## config.mk

```make
export PLATFORM = sky130hd
export DESIGN_NAME = vital_sign_smoothing_filter
export DESIGN_NICKNAME = d
export VERILOG_FILES = /design/src/rtl/vssf_pkg.sv /design/src/rtl/vssf_cfg.sv /design/src/rtl/vssf_channel.sv /design/src/rtl/vital_sign_smoothing_filter.sv
export VERILOG_INCLUDE_DIRS = /design/src /design/src/rtl
export SDC_FILE = /design/constraint.sdc
export NUM_CORES = 1
export LEC_CHECK = 0
export ABC_AREA = 1
export BUFFER_PORTS_ARGS = -buffer_cell sky130_fd_sc_hd__buf_2
export CORE_ASPECT_RATIO = 0.8
export CORE_MARGIN = 2
export CORE_UTILIZATION = 55
export CTS_BUF_LIST = sky130_fd_sc_hd__clkbuf_2 sky130_fd_sc_hd__clkbuf_4 sky130_fd_sc_hd__clkbuf_8
export CTS_CLUSTER_DIAMETER = 80
export DETAILED_ROUTE_END_ITERATION = 6
export PLACE_DENSITY = 0.78
export SETUP_SLACK_MARGIN = 0.4
export SKIP_CTS_REPAIR_TIMING = 1
export SLEW_MARGIN = 15
export SYNTH_ARGS = -nofsm -noshare
export SYNTH_HDL_FRONTEND = slang
export SYNTH_SLANG_ARGS = --single-unit
```

## constraint.sdc

```tcl
create_clock -name clk -period 16 [get_ports clk]
set_clock_uncertainty 0.15 [all_clocks]
set_input_delay 1.6 -clock clk [delete_from_list [all_inputs] [get_ports clk]]
set_output_delay 1.6 -clock clk [all_outputs]
set_load 0.03 [all_outputs]
```

## src/rtl/vital_sign_smoothing_filter_macros.svh

```systemverilog
// ---------------------------------------------------------------------------
// Assertion macros for the vital sign smoothing filter
// Shared concurrent assertion forms, clocked and disabled during reset.
// ---------------------------------------------------------------------------
`ifndef VITAL_SIGN_SMOOTHING_FILTER_MACROS_SVH
`define VITAL_SIGN_SMOOTHING_FILTER_MACROS_SVH

// Same-cycle implication
`define VSSF_ASSERT_SAME(label, clk, rst_n, ante, cons) \
	label: assert property (@(posedge clk) disable iff (!rst_n) (ante) |-> (cons)) \
		else $error("vssf: same-cycle check failed");

// Next-cycle implication
`define VSSF_ASSERT_NEXT(label, clk, rst_n, ante, cons) \
	label: assert property (@(posedge clk) disable iff (!rst_n) (ante) |=> (cons)) \
		else $error("vssf: next-cycle check failed");

`endif

```

## src/rtl/vssf_pkg.sv

```systemverilog
// ---------------------------------------------------------------------------
// Vital sign smoothing filter package
// Field widths, register reset values, register indexes and shared structs.
// ---------------------------------------------------------------------------
package vssf_pkg;

	localparam int unsigned HR_W   = 8;
	localparam int unsigned SPO2_W = 10;
	localparam int unsigned VAL_W  = 11;
	localparam int unsigned DEC_W  = 4;
	localparam int unsigned TMO_W  = 3;
	localparam int unsigned RUN_W  = 3;
	localparam int unsigned IDX_W  = 3;
	localparam int unsigned DATA_W = 10;

	// Jump rejection
	localparam int unsigned JUMP_LIMIT    = 10;
	localparam int unsigned RUN_FOR_CHECK = 4;

	// Register indexes
	typedef enum logic [IDX_W-1:0] {
		CFG_HR_MIN_VALID   = 3'd0,
		CFG_HR_MAX_VALID   = 3'd1,
		CFG_SPO2_MIN_VALID = 3'd2,
		CFG_DECIMATE_COUNT = 3'd3,
		CFG_TIMEOUT_LIMIT  = 3'd4,
		CFG_HR_ALARM_MAX   = 3'd5,
		CFG_SPO2_ALARM_MIN = 3'd6,
		CFG_SPO2_ALARM_MAX = 3'd7
	} cfg_idx_t;

	typedef struct packed {
		logic [HR_W-1:0]   hr_min_valid;
		logic [HR_W-1:0]   hr_max_valid;
		logic [SPO2_W-1:0] spo2_min_valid;
		logic [DEC_W-1:0]  decimate_count;
		logic [TMO_W-1:0]  timeout_limit;
		logic [HR_W-1:0]   hr_alarm_max;
		logic [SPO2_W-1:0] spo2_alarm_min;
		logic [SPO2_W-1:0] spo2_alarm_max;
	} cfg_t;

	localparam cfg_t CFG_RESET = '{
		hr_min_valid:   8'd60,
		hr_max_valid:   8'd150,
		spo2_min_valid: 10'd70,
		decimate_count: 4'd10,
		timeout_limit:  3'd4,
		hr_alarm_max:   8'd120,
		spo2_alarm_min: 10'd80,
		spo2_alarm_max: 10'd100
	};

	// Per-channel update control
	typedef struct packed {
		logic enable;
		logic good;
	} chan_ctl_t;

endpackage

```

## src/rtl/vssf_cfg.sv

```systemverilog
// ---------------------------------------------------------------------------
// Configuration registers
// Holds the eight filter registers, written through a valid/ready channel.
// ---------------------------------------------------------------------------
module vssf_cfg (
	input  logic                             clk,
	input  logic                             arst_n,
	input  logic                             cfg_valid,
	output logic                             cfg_ready,
	input  logic [vssf_pkg::IDX_W-1:0]       cfg_index,
	input  logic [vssf_pkg::DATA_W-1:0]      cfg_data,
	output vssf_pkg::cfg_t                   cfg
);

	vssf_pkg::cfg_t cfg_q;

	// Take every write transaction at once
	assign cfg_ready = 1'b1;
	assign cfg       = cfg_q;

	always_ff @(posedge clk or negedge arst_n) begin
		if (!arst_n) begin
			cfg_q <= vssf_pkg::CFG_RESET;
		end else if (cfg_valid && cfg_ready) begin
			case (vssf_pkg::cfg_idx_t'(cfg_index))
				vssf_pkg::CFG_HR_MIN_VALID: begin
					cfg_q.hr_min_valid <= cfg_data[vssf_pkg::HR_W-1:0];
				end
				vssf_pkg::CFG_HR_MAX_VALID: begin
					cfg_q.hr_max_valid <= cfg_data[vssf_pkg::HR_W-1:0];
				end
				vssf_pkg::CFG_SPO2_MIN_VALID: begin
					cfg_q.spo2_min_valid <= cfg_data[vssf_pkg::SPO2_W-1:0];
				end
				vssf_pkg::CFG_DECIMATE_COUNT: begin
					cfg_q.decimate_count <= cfg_data[vssf_pkg::DEC_W-1:0];
				end
				vssf_pkg::CFG_TIMEOUT_LIMIT: begin
					cfg_q.timeout_limit <= cfg_data[vssf_pkg::TMO_W-1:0];
				end
				vssf_pkg::CFG_HR_ALARM_MAX: begin
					cfg_q.hr_alarm_max <= cfg_data[vssf_pkg::HR_W-1:0];
				end
				vssf_pkg::CFG_SPO2_ALARM_MIN: begin
					cfg_q.spo2_alarm_min <= cfg_data[vssf_pkg::SPO2_W-1:0];
				end
				vssf_pkg::CFG_SPO2_ALARM_MAX: begin
					cfg_q.spo2_alarm_max <= cfg_data[vssf_pkg::SPO2_W-1:0];
				end
				default: begin
					cfg_q <= cfg_q;
				end
			endcase
		end
	end

endmodule

```

## src/rtl/vssf_channel.sv

```systemverilog
// ---------------------------------------------------------------------------
// Smoothing channel
// Jump rejection, history shift line, adder tree mean and miss timeout.
// ---------------------------------------------------------------------------
`include "vital_sign_smoothing_filter_macros.svh"

module vssf_channel #(
	parameter int unsigned W      = 8,
	parameter int unsigned DEPTH  = 16,
	parameter bit          UPWARD = 1'b1
) (
	input  logic                         clk,
	input  logic                         arst_n,
	input  vssf_pkg::chan_ctl_t          ctl,
	input  logic [W-1:0]                 value,
	input  logic [vssf_pkg::TMO_W-1:0]   timeout_limit,
	output logic [W-1:0]                 avg_next
);

	localparam int unsigned FILL_W = $clog2(DEPTH + 1);
	localparam int unsigned SUM_W  = W + $clog2(DEPTH);
	localparam int unsigned RUN_W  = vssf_pkg::RUN_W;
	localparam logic [RUN_W-1:0] RUN_CHECK = RUN_W'(vssf_pkg::RUN_FOR_CHECK);
	localparam logic [W:0]       JUMP      = (W+1)'(vssf_pkg::JUMP_LIMIT);
	localparam logic [FILL_W-1:0] FILL_FULL = FILL_W'(DEPTH);

	logic [W-1:0]      hist_q [DEPTH];
	logic [FILL_W-1:0] fill_q;
	logic [RUN_W-1:0]  vrun_q;
	logic [vssf_pkg::TMO_W-1:0] mrun_q;
	logic [W-1:0]      avg_q;

	logic [W-1:0]      hist_n [DEPTH];
	logic [FILL_W-1:0] fill_inc;
	logic [FILL_W-1:0] fill_n;
	logic [RUN_W-1:0]  vrun_n;
	logic [vssf_pkg::TMO_W-1:0] mrun_n;
	logic [W-1:0]      avg_n;
	logic [W-1:0]      avg_calc;
	logic              near;
	logic              drop;
	logic              store;

	logic [W:0]        sum_p [DEPTH/2];
	logic [W+1:0]      sum_q [DEPTH/4];
	logic [W+2:0]      sum_o [DEPTH/8];
	logic [SUM_W-1:0]  sum_all;

	// Compare the new value against the four newest entries
	always_comb begin
		near = 1'b0;
		for (int k = DEPTH - vssf_pkg::RUN_FOR_CHECK; k < DEPTH; k++) begin
			if (UPWARD) begin
				if ({1'b0, value} < ({1'b0, hist_q[k]} + JUMP)) near = 1'b1;
			end else begin
				if (({1'b0, value} + JUMP) > {1'b0, hist_q[k]}) near = 1'b1;
			end
		end
	end

	assign drop  = (vrun_q == RUN_CHECK) && !near;
	assign store = ctl.enable && ctl.good && !drop;

	// Shift the history by one, newest entry on top
	always_comb begin
		for (int k = 0; k < DEPTH - 1; k++) begin
			hist_n[k] = hist_q[k+1];
		end
		hist_n[DEPTH-1] = value;
	end

	// Adder tree over the shifted history
	always_comb begin
		for (int k = 0; k < DEPTH/2; k++) begin
			sum_p[k] = {1'b0, hist_n[2*k]} + {1'b0, hist_n[2*k+1]};
		end
		for (int k = 0; k < DEPTH/4; k++) begin
			sum_q[k] = {1'b0, sum_p[2*k]} + {1'b0, sum_p[2*k+1]};
		end
		for (int k = 0; k < DEPTH/8; k++) begin
			sum_o[k] = {1'b0, sum_q[2*k]} + {1'b0, sum_q[2*k+1]};
		end
		sum_all = {1'b0, sum_o[0]} + {1'b0, sum_o[1]};
	end

	assign fill_inc = (fill_q < FILL_FULL) ? fill_q + 1'b1 : fill_q;

	// Pick the mean over 2, 4, 8 or 16 newest entries, or zero below two entries
	always_comb begin
		if (fill_inc < FILL_W'(2)) begin
			avg_calc = '0;
		end else if (fill_inc < FILL_W'(4)) begin
			avg_calc = sum_p[DEPTH/2-1][W:1];
		end else if (fill_inc < FILL_W'(8)) begin
			avg_calc = sum_q[DEPTH/4-1][W+1:2];
		end else if (fill_inc < FILL_FULL) begin
			avg_calc = sum_o[DEPTH/8-1][W+2:3];
		end else begin
			avg_calc = sum_all[SUM_W-1:4];
		end
	end

	// Next state of run counters, fill and average
	always_comb begin
		fill_n = fill_q;
		vrun_n = vrun_q;
		mrun_n = mrun_q;
		avg_n  = avg_q;
		if (ctl.enable) begin
			if (!ctl.good) begin
				vrun_n = '0;
				if (mrun_q == timeout_limit) begin
					avg_n  = '0;
					fill_n = '0;
				end else begin
					mrun_n = mrun_q + 1'b1;
				end
			end else begin
				mrun_n = '0;
				if (vrun_q == RUN_CHECK) begin
					vrun_n = near ? RUN_CHECK : '0;
				end else begin
					vrun_n = vrun_q + 1'b1;
				end
				if (store) begin
					fill_n = fill_inc;
					avg_n  = avg_calc;
				end
			end
		end
	end

	assign avg_next = avg_n;

	// Hold state between processed transactions
	always_ff @(posedge clk or negedge arst_n) begin
		if (!arst_n) begin
			for (int k = 0; k < DEPTH; k++) begin
				hist_q[k] <= '0;
			end
			fill_q <= '0;
			vrun_q <= '0;
			mrun_q <= '0;
			avg_q  <= '0;
		end else begin
			if (store) begin
				for (int k = 0; k < DEPTH; k++) begin
					hist_q[k] <= hist_n[k];
				end
			end
			fill_q <= fill_n;
			vrun_q <= vrun_n;
			mrun_q <= mrun_n;
			avg_q  <= avg_n;
		end
	end

	`VSSF_ASSERT_SAME(a_fill_bound, clk, arst_n, 1'b1, fill_q <= FILL_FULL)
	`VSSF_ASSERT_NEXT(a_timeout_clear, clk, arst_n, ctl.enable && !ctl.good && (mrun_q == timeout_limit), (avg_q == '0) && (fill_q == '0))
	`VSSF_ASSERT_NEXT(a_drop_holds, clk, arst_n, ctl.enable && ctl.good && drop, $stable(avg_q) && $stable(fill_q) && (vrun_q == '0))

endmodule

```

## src/rtl/vital_sign_smoothing_filter.sv

```systemverilog
// Path: an input transaction passes the input register, then the result register.
// Throughput: one transaction per cycle while out_ready is high; the whole channel update,
// adder tree included, sits in one pass between the two registers.
// Reset (arst_n low, asynchronous): history, fill counts, run counters, averages and the
// decimation counter clear to zero, registers return to their defaults, both stages empty.
// ---------------------------------------------------------------------------
// Vital sign smoothing filter
// Decimates input, qualifies heart rate and oxygen estimates, smooths them and flags alarms.
// ---------------------------------------------------------------------------
`include "vital_sign_smoothing_filter_macros.svh"

module vital_sign_smoothing_filter #(
	parameter int unsigned HISTORY_DEPTH = 16
) (
	input  logic                               clk,
	input  logic                               arst_n,
	input  logic                               in_valid,
	output logic                               in_ready,
	input  logic signed [vssf_pkg::VAL_W-1:0]  hr_value,
	input  logic                               hr_ok,
	input  logic signed [vssf_pkg::VAL_W-1:0]  spo2_value,
	input  logic                               spo2_ok,
	output logic                               out_valid,
	input  logic                               out_ready,
	output logic [vssf_pkg::HR_W-1:0]          hr_average,
	output logic [vssf_pkg::SPO2_W-1:0]        spo2_average,
	output logic                               alarm,
	output logic                               updated,
	input  logic                               cfg_valid,
	output logic                               cfg_ready,
	input  logic [vssf_pkg::IDX_W-1:0]         cfg_index,
	input  logic [vssf_pkg::DATA_W-1:0]        cfg_data
);

	localparam int unsigned HR_W   = vssf_pkg::HR_W;
	localparam int unsigned SPO2_W = vssf_pkg::SPO2_W;
	localparam int unsigned VAL_W  = vssf_pkg::VAL_W;

	vssf_pkg::cfg_t      cfg;
	vssf_pkg::chan_ctl_t hr_ctl;
	vssf_pkg::chan_ctl_t spo2_ctl;

	logic                     valid_s1;
	logic signed [VAL_W-1:0]  hr_value_s1;
	logic                     hr_ok_s1;
	logic signed [VAL_W-1:0]  spo2_value_s1;
	logic                     spo2_ok_s1;

	logic                     valid_s2;
	logic [HR_W-1:0]          hr_avg_s2;
	logic [SPO2_W-1:0]        spo2_avg_s2;
	logic                     alarm_s2;
	logic                     updated_s2;

	logic [vssf_pkg::DEC_W-1:0] dec_cnt_q;

	logic              advance;
	logic              process;
	logic              hr_good;
	logic              spo2_good;
	logic [HR_W-1:0]   hr_avg_next;
	logic [SPO2_W-1:0] spo2_avg_next;
	logic              alarm_next;

	vssf_cfg u_cfg (
		.clk       (clk),
		.arst_n    (arst_n),
		.cfg_valid (cfg_valid),
		.cfg_ready (cfg_ready),
		.cfg_index (cfg_index),
		.cfg_data  (cfg_data),
		.cfg       (cfg)
	);

	// Move the held transaction on when the result register is free or its result is taken
	assign advance  = valid_s1 && (!valid_s2 || out_ready);
	assign in_ready = !valid_s1 || advance;
	assign process  = dec_cnt_q > cfg.decimate_count;

	// Range qualification
	assign hr_good = hr_ok_s1
		&& (hr_value_s1 < $signed({3'b000, cfg.hr_max_valid}))
		&& (hr_value_s1 > $signed({3'b000, cfg.hr_min_valid}));
	assign spo2_good = spo2_ok_s1
		&& (spo2_value_s1 > $signed({1'b0, cfg.spo2_min_valid}));

	assign hr_ctl   = '{enable: advance && process, good: hr_good};
	assign spo2_ctl = '{enable: advance && process, good: spo2_good};

	vssf_channel #(
		.W      (HR_W),
		.DEPTH  (HISTORY_DEPTH),
		.UPWARD (1'b1)
	) u_hr (
		.clk           (clk),
		.arst_n        (arst_n),
		.ctl           (hr_ctl),
		.value         (hr_value_s1[HR_W-1:0]),
		.timeout_limit (cfg.timeout_limit),
		.avg_next      (hr_avg_next)
	);

	vssf_channel #(
		.W      (SPO2_W),
		.DEPTH  (HISTORY_DEPTH),
		.UPWARD (1'b0)
	) u_spo2 (
		.clk           (clk),
		.arst_n        (arst_n),
		.ctl           (spo2_ctl),
		.value         (spo2_value_s1[SPO2_W-1:0]),
		.timeout_limit (cfg.timeout_limit),
		.avg_next      (spo2_avg_next)
	);

	// Alarm against the updated averages
	assign alarm_next =
		((hr_avg_next != '0) && (hr_avg_next >= cfg.hr_alarm_max)) ||
		((spo2_avg_next != '0) &&
		 ((spo2_avg_next <= cfg.spo2_alarm_min) || (spo2_avg_next >= cfg.spo2_alarm_max)));

	// Input register
	always_ff @(posedge clk or negedge arst_n) begin
		if (!arst_n) begin
			valid_s1 <= 1'b0;
		end else if (in_ready) begin
			valid_s1 <= in_valid;
		end
	end

	always_ff @(posedge clk) begin
		if (in_valid && in_ready) begin
			hr_value_s1   <= hr_value;
			hr_ok_s1      <= hr_ok;
			spo2_value_s1 <= spo2_value;
			spo2_ok_s1    <= spo2_ok;
		end
	end

	// Decimation counter
	always_ff @(posedge clk or negedge arst_n) begin
		if (!arst_n) begin
			dec_cnt_q <= '0;
		end else if (advance) begin
			dec_cnt_q <= process ? '0 : dec_cnt_q + 1'b1;
		end
	end

	// Result register
	always_ff @(posedge clk or negedge arst_n) begin
		if (!arst_n) begin
			valid_s2 <= 1'b0;
		end else if (advance) begin
			valid_s2 <= 1'b1;
		end else if (out_ready) begin
			valid_s2 <= 1'b0;
		end
	end

	always_ff @(posedge clk) begin
		if (advance) begin
			hr_avg_s2   <= hr_avg_next;
			spo2_avg_s2 <= spo2_avg_next;
			alarm_s2    <= alarm_next;
			updated_s2  <= process;
		end
	end

	assign out_valid    = valid_s2;
	assign hr_average   = hr_avg_s2;
	assign spo2_average = spo2_avg_s2;
	assign alarm        = alarm_s2;
	assign updated      = updated_s2;

	`VSSF_ASSERT_NEXT(a_advance_fills, clk, arst_n, advance, valid_s2)
	`VSSF_ASSERT_SAME(a_stall_cause, clk, arst_n, !in_ready, valid_s1 && valid_s2 && !out_ready)
	`VSSF_ASSERT_NEXT(a_skip_flag, clk, arst_n, advance && !process, !updated_s2 && (dec_cnt_q == $past(dec_cnt_q) + 1'b1))

endmodule
```

==> flow_metrics.tcl, run 1 <==
set metrics [dict create \
    grt_pass1_vias 22070 \
    yosys.area.top_type "dfrtp_1" \
    r2r-end "alarm" \
    final_common_cell "nand2_1" \
    hold-path-endpoint "u_hr.hist_n[72]" \
    wl_per_cell_um 15.25 \
    path_delay_family "adder cells" \
    ys_types 49 \
    endpoint_kind "flop" \
    worstPathArrival_ns 11.39 \
    row_count 75 \
    crit_type "reg -> reg" \
    ant_nets 0 \
    syn_inst 3461 \
    io_buffers 63 \
    max-clock-path-buffers 3 \
    start_util 0.5561 \
    vias 22420 \
    clock-sinks 421 \
    vias_per_cell 5.236 \
    yosys_register_bits 421 \
    core_area_um2 52360 \
    cp-startpoint "spo2_value_s1[1]" \
    ys_seq_area_frac 0.3704 \
    synthArstFlopShare 0.8955 \
    finalHoldViolCount 0 \
    drv_cap 0 \
    grt-ovfl-total 0 \
    min_from "u_hr.hist_n[72]" \
    syn_nets 3932 \
    rsz0062_at_grt "no" \
    tritoncts "built" \
    synth.cell_area_um2 29120 \
    drtIter0Drc 1752 \
    reg2regPathDepth 50 \
    status "complete, no violations" \
    io_pins 65 \
    synth-edff-count 44 \
    area_delta_synth_final_pct 8.238 \
    place_congestion 0.9231 \
    critical_path.slowest_cell "fa_1" \
    r2r_slack_ns 4.88 \
    clock-root-buffer "clkbuf_8" \
    htreeDepth 3 \
    antenna_found_initial 1 \
    clk_pin_slew_worst_paths_ns 0.06 \
    ys.flop_type "dfrtp_1" \
    crit_fanout 6 \
    setup_tns_ns 0 \
    dp_hpwl_mm 49.28 \
    fmax_ghz 0.08990 \
    yosys.area.top_type_share 0.3042 \
    clock_latency_ns 0.67 \
    drcViolationCount 0 \
    critical_path.startpoint_type "flop" \
    ys_top_cells_by_area "dfrtp_1 30%, fa_1 13%, nand2_1 11%" \
    r2r_start "spo2_value_s1[1]" \
    slew_violations 0 \
    crit_buf_inv 9 \
    critical-path-max-stage-delay_ns 0.54 \
    grt_max_degree 125 \
    hold_path.class "reg -> reg" \
    drtPass1Iterations 6 \
    ys_warn_count 0 \
    wl_mm 65.28 \
    cts_buffers 74 \
    tightest_slew_ns 1.154 \
    track_usage 0.2496 \
    max_slew_margin 0.2295 \
    die_h_um 209.8 \
    die_w_um 261.2 \
    whs_path_depth 2 \
    required_ns 16.27 \
    nNetsFinal 4005 \
    final_cell_mix "874 x nand2_1, 675 x inv_1, 354 x dfrtp_1" \
    grt_pass1_wl_mm 110.1 \
    synth.avg_cell_area_um2 8.413 \
    layout_min_cycle_time_ns 11.12 \
    fin_crit_sh 0.6952 \
    drive_above_1_share 0.07637 \
    setup_viol 0 \
    dieArea_um2 54810 \
]
## sequential cells by signal (all words and copies together) (netlist names)
name / count
alarm: 1
dec_cnt_q: 4
hr_average: 8
hr_ok_s1: 1
hr_value_s1: 11
out_valid: 1
spo2_average: 10
spo2_ok_s1: 1
spo2_value_s1: 11
u_cfg.cfg: 61
u_hr.avg_q: 8
u_hr.fill_q: 5
u_hr.hist_n: 120
u_hr.mrun_q: 3
u_hr.vrun_q: 3
u_spo2.avg_q: 10
u_spo2.fill_q: 5
u_spo2.hist_n: 150
u_spo2.mrun_q: 3
u_spo2.vrun_q: 3
updated: 1
valid_s1: 1
## cells by family (layout without fill, tap and decap cells)
logic type / count (synthesis) / after routing / synth area share
fa+ha+maj: 429 / 429 / 0.2349
compound gates: 506 / 506 / 0.09114
simple gates: 1276 / 1276 / 0.1828
xor+xnor: 61 / 61 / 0.01835
buf+inv: 767 / 894 / 0.1023
other cells: 1 / 2 / 0.0001288
flops: 421 / 421 / 0.3704
## Yosys cell counts (15+ instances only)
library cell,instances
edfxtp_1,44
o21ai_1,17
dfrtp_1,354
nand3_1,183
clkbuf_1,35
fa_1,196
nor2_1,121
dfstp_2,23
nand2_1,874
inv_1,675
ha_1,233
o21ai_0,351
nor3_1,19
inv_2,15
a21oi_1,86
xor2_1,47
buf_2,28
nand4_1,37
## through the flow
stage / setup WS, ns / hold slack, ns / utilization / area (um^2) / instances
3_5_place_dp: 4.902 / 0.3228 / 0.5733 / 30020 / 4151
3_3_place_gp: 5.186 / 0.3147 / 0.5733 / 30020 / 4151
4_1_cts: 4.915 / 0.3362 / 0.6018 / 31510 / 4281
6_report: 4.876 / 0.3324 / 0.6019 / 31520 / 4282
5_1_grt: 4.109 / 0.3527 / 0.6019 / 31520 / 4282
2_1_floorplan: 6.153 / 0.3030 / - / 29120 / 3461
## worst reg2reg max path, delay by kind of cell (launching register included)
family / cells / cell delay [ns]
adders and majority gates: 13 / 5.93
and+or+nand+nor: 19 / 1.91
DFF: 1 / 0.46
xor gates and xnor gates: 2 / 0.39
AOI/OAI and AO/OA: 7 / 1.25
buffers and inverters: 9 / 0.78
## cell type report
cell class                      instances  area [um^2]
Clock buffer                          105         1351
Inverter                              691         2596
Multi-Input combinational cell       2273        15370
Antenna cell                            1        2.502
Clock inverter                         25        140.1
Timing Repair Buffer                   73        400.4
Sequential cell                       421        10780
Fill cell                            4575        20850
Tap cell                              693        867.1
## per-layer routing
layer / share of wire / track usage / wire length (um)
met1: 0.49 / 0.3770 / 31810
met2: 0.43 / 0.3747 / 28380
met3: 0.054 / 0.03949 / 3509
met4: 0.024 / 0.06838 / 1589
met5: 0 / 0 / 0
## how the worst max path moves through the flow
stage / to / slack, ns / cells after the start
floorplan: alarm / 6.15 / 54
global placement: alarm / 5.19 / 47
detailed placement: alarm / 4.90 / 51
CTS: alarm / 4.91 / 51
global route: alarm / 4.11 / 51
finish: alarm / 4.88 / 50
Power of run 1 is not shown: default switching activity piles up to over one toggle a cycle in this logic, so the estimate is an artifact.
==> inputs of run 2 (changes only) <==
--- a/config.mk
+++ b/config.mk
@@ -14,7 +14,7 @@
 export CTS_BUF_LIST = sky130_fd_sc_hd__clkbuf_2 sky130_fd_sc_hd__clkbuf_4 sky130_fd_sc_hd__clkbuf_8
 export CTS_CLUSTER_DIAMETER = 80
 export DETAILED_ROUTE_END_ITERATION = 6
-export PLACE_DENSITY = 0.78
+export PLACE_DENSITY = 0.81
 export SETUP_SLACK_MARGIN = 0.4
 export SKIP_CTS_REPAIR_TIMING = 1
 export SLEW_MARGIN = 15
==> constraint.sdc (replaced) <==
create_clock -name clk -period 10.07 [get_ports clk]
set_clock_uncertainty 0.15 [all_clocks]
set_input_delay 1.007 -clock clk [delete_from_list [all_inputs] [get_ports clk]]
set_output_delay 1.007 -clock clk [all_outputs]
set_load 0.03 [all_outputs]
==> run 2 against run 1 <==
The run now ends with negative setup slack left. Register-to-register slack worse by 4.9 ns. Cell area rose by 9.7%. Die area unchanged. First-iteration DRC count increased by 9.5%. Wire length grew 10%.
==> flow_metrics.tcl, run 2 (synthesis gave the netlist of run 1 again) <==
set metrics [dict create \
    finalNonFillerCells 4506 \
    setup_viol 1 \
    clock-sinks 421 \
    final_cell_mix "830 x nand2_1, 645 x inv_1, 354 x dfrtp_1" \
    fmax_ghz 0.09876 \
    ant_nets 0 \
    largest_reg_flops 150 \
    tightest_slew_ns 1.143 \
    violations "negative setup slack" \
    final_common_cell "nand2_1" \
    grt_max_degree 156 \
    htreeDepth 3 \
    die_h_um 209.8 \
    vias_per_cell 5.307 \
    finish.instance_area_um2 34560 \
    grt_pass1_vias 23450 \
    clock_latency_ns 0.67 \
    r2r_slack_ns -0.06 \
    rsz0062_at_grt "yes" \
    start_util 0.5561 \
    fin_util 0.6600 \
    io_pins 65 \
    crit_buf_inv 9 \
    path_delay_family "adder cells" \
    slew_violations 0 \
    finalHoldViolCount 0 \
    dp_hpwl_mm 51.51 \
    layout_min_cycle_time_ns 10.13 \
    setup_slack_ns -0.05602 \
    fin_crit_sh 1.006 \
    critical_path.startpoint_type "flop" \
    crit_fanout 5 \
    tritoncts "built" \
    grt_pass1_wl_mm 116.2 \
    dieArea_um2 54810 \
    vias 23910 \
    clock-root-buffer "clkbuf_8" \
    drtPass1Iterations 6 \
    nNetsFinal 4225 \
    status "finished with violations" \
    setup_tns_ns -0.05602 \
    wl_mm 72.01 \
    crit_top_cell "fa_1" \
    place_area_um2 31660 \
    drv_cap 0 \
    track_usage 0.2644 \
    wl_per_cell_um 15.98 \
    drive_above_1_share 0.1901 \
    drcViolationCount 0 \
    crit_type "reg -> reg" \
    die_w_um 261.2 \
    cts_buffers 74 \
    critical-path-max-stage-delay_ns 0.57 \
    drtIter0Drc 1918 \
    required_ns 10.33 \
    io_buffers 63 \
    core_area_um2 52360 \
    max_slew_margin 0.2383 \
    dp_cells 4347 \
    row_count 75 \
    grt-ovfl-total 0 \
    endpoint_kind "flop" \
    area_delta_synth_final_pct 18.70 \
    insertedDiodeCount 0 \
    max-clock-path-buffers 3 \
    critical_path.slowest_cell "fa_1" \
    antenna_found_initial 0 \
    worstPathArrival_ns 10.39 \
    place_congestion 0.9218 \
    hold_path.class "in -> async" \
    clk_pin_slew_worst_paths_ns 0.07 \
]
==> run 2: layout make-up <==
class | count | area, um^2
Timing Repair Buffer | 293 | 2079
Sequential cell | 421 | 10780
Multi-Input combinational cell | 2273 | 16610
Clock buffer | 115 | 1433
Fill cell | 3917 | 17800
Inverter | 691 | 2596
Clock inverter | 20 | 190.2
Tap cell | 693 | 867.1
==> run 2: stage by stage <==
| stage | setup WS, ns | hold WS, ns |
|---|---|---|
| after global placement | -0.2070 | 0.3150 |
| after floorplan | 0.4190 | 0.3030 |
| after global routing | -0.4482 | 0.3345 |
| after CTS | -0.4137 | 0.2991 |
| final | -0.05602 | 0.2832 |
| after detailed placement | -0.3960 | 0.3227 |
==> run 2: layer usage <==
layer / track usage / vias up / part of all wire
met3: 0.04855 / 134 / 0.063
met5: 0 / - / 0
met2: 0.4049 / 756 / 0.46
met1: 0.3851 / 11590 / 0.45
met4: 0.07935 / 0 / 0.026
li1: - / 11440 / -
==> run 2: final timing paths <==
| kind | from | to | cells after the start |
|---|---|---|---|
| max in group asynchronous | arst_n | u_hr.hist_n[96] | 2 |
| max | spo2_value_s1[0] | alarm | 49 |
| min | arst_n | u_spo2.hist_n[41] | 1 |
| max reg2reg | spo2_value_s1[0] | alarm | 49 |
| min in group clk | u_spo2.hist_n[22] | u_spo2.hist_n[22] | 2 |
| min reg2reg | u_spo2.hist_n[22] | u_spo2.hist_n[22] | 2 |
Power of run 2 is left out for the same reason.
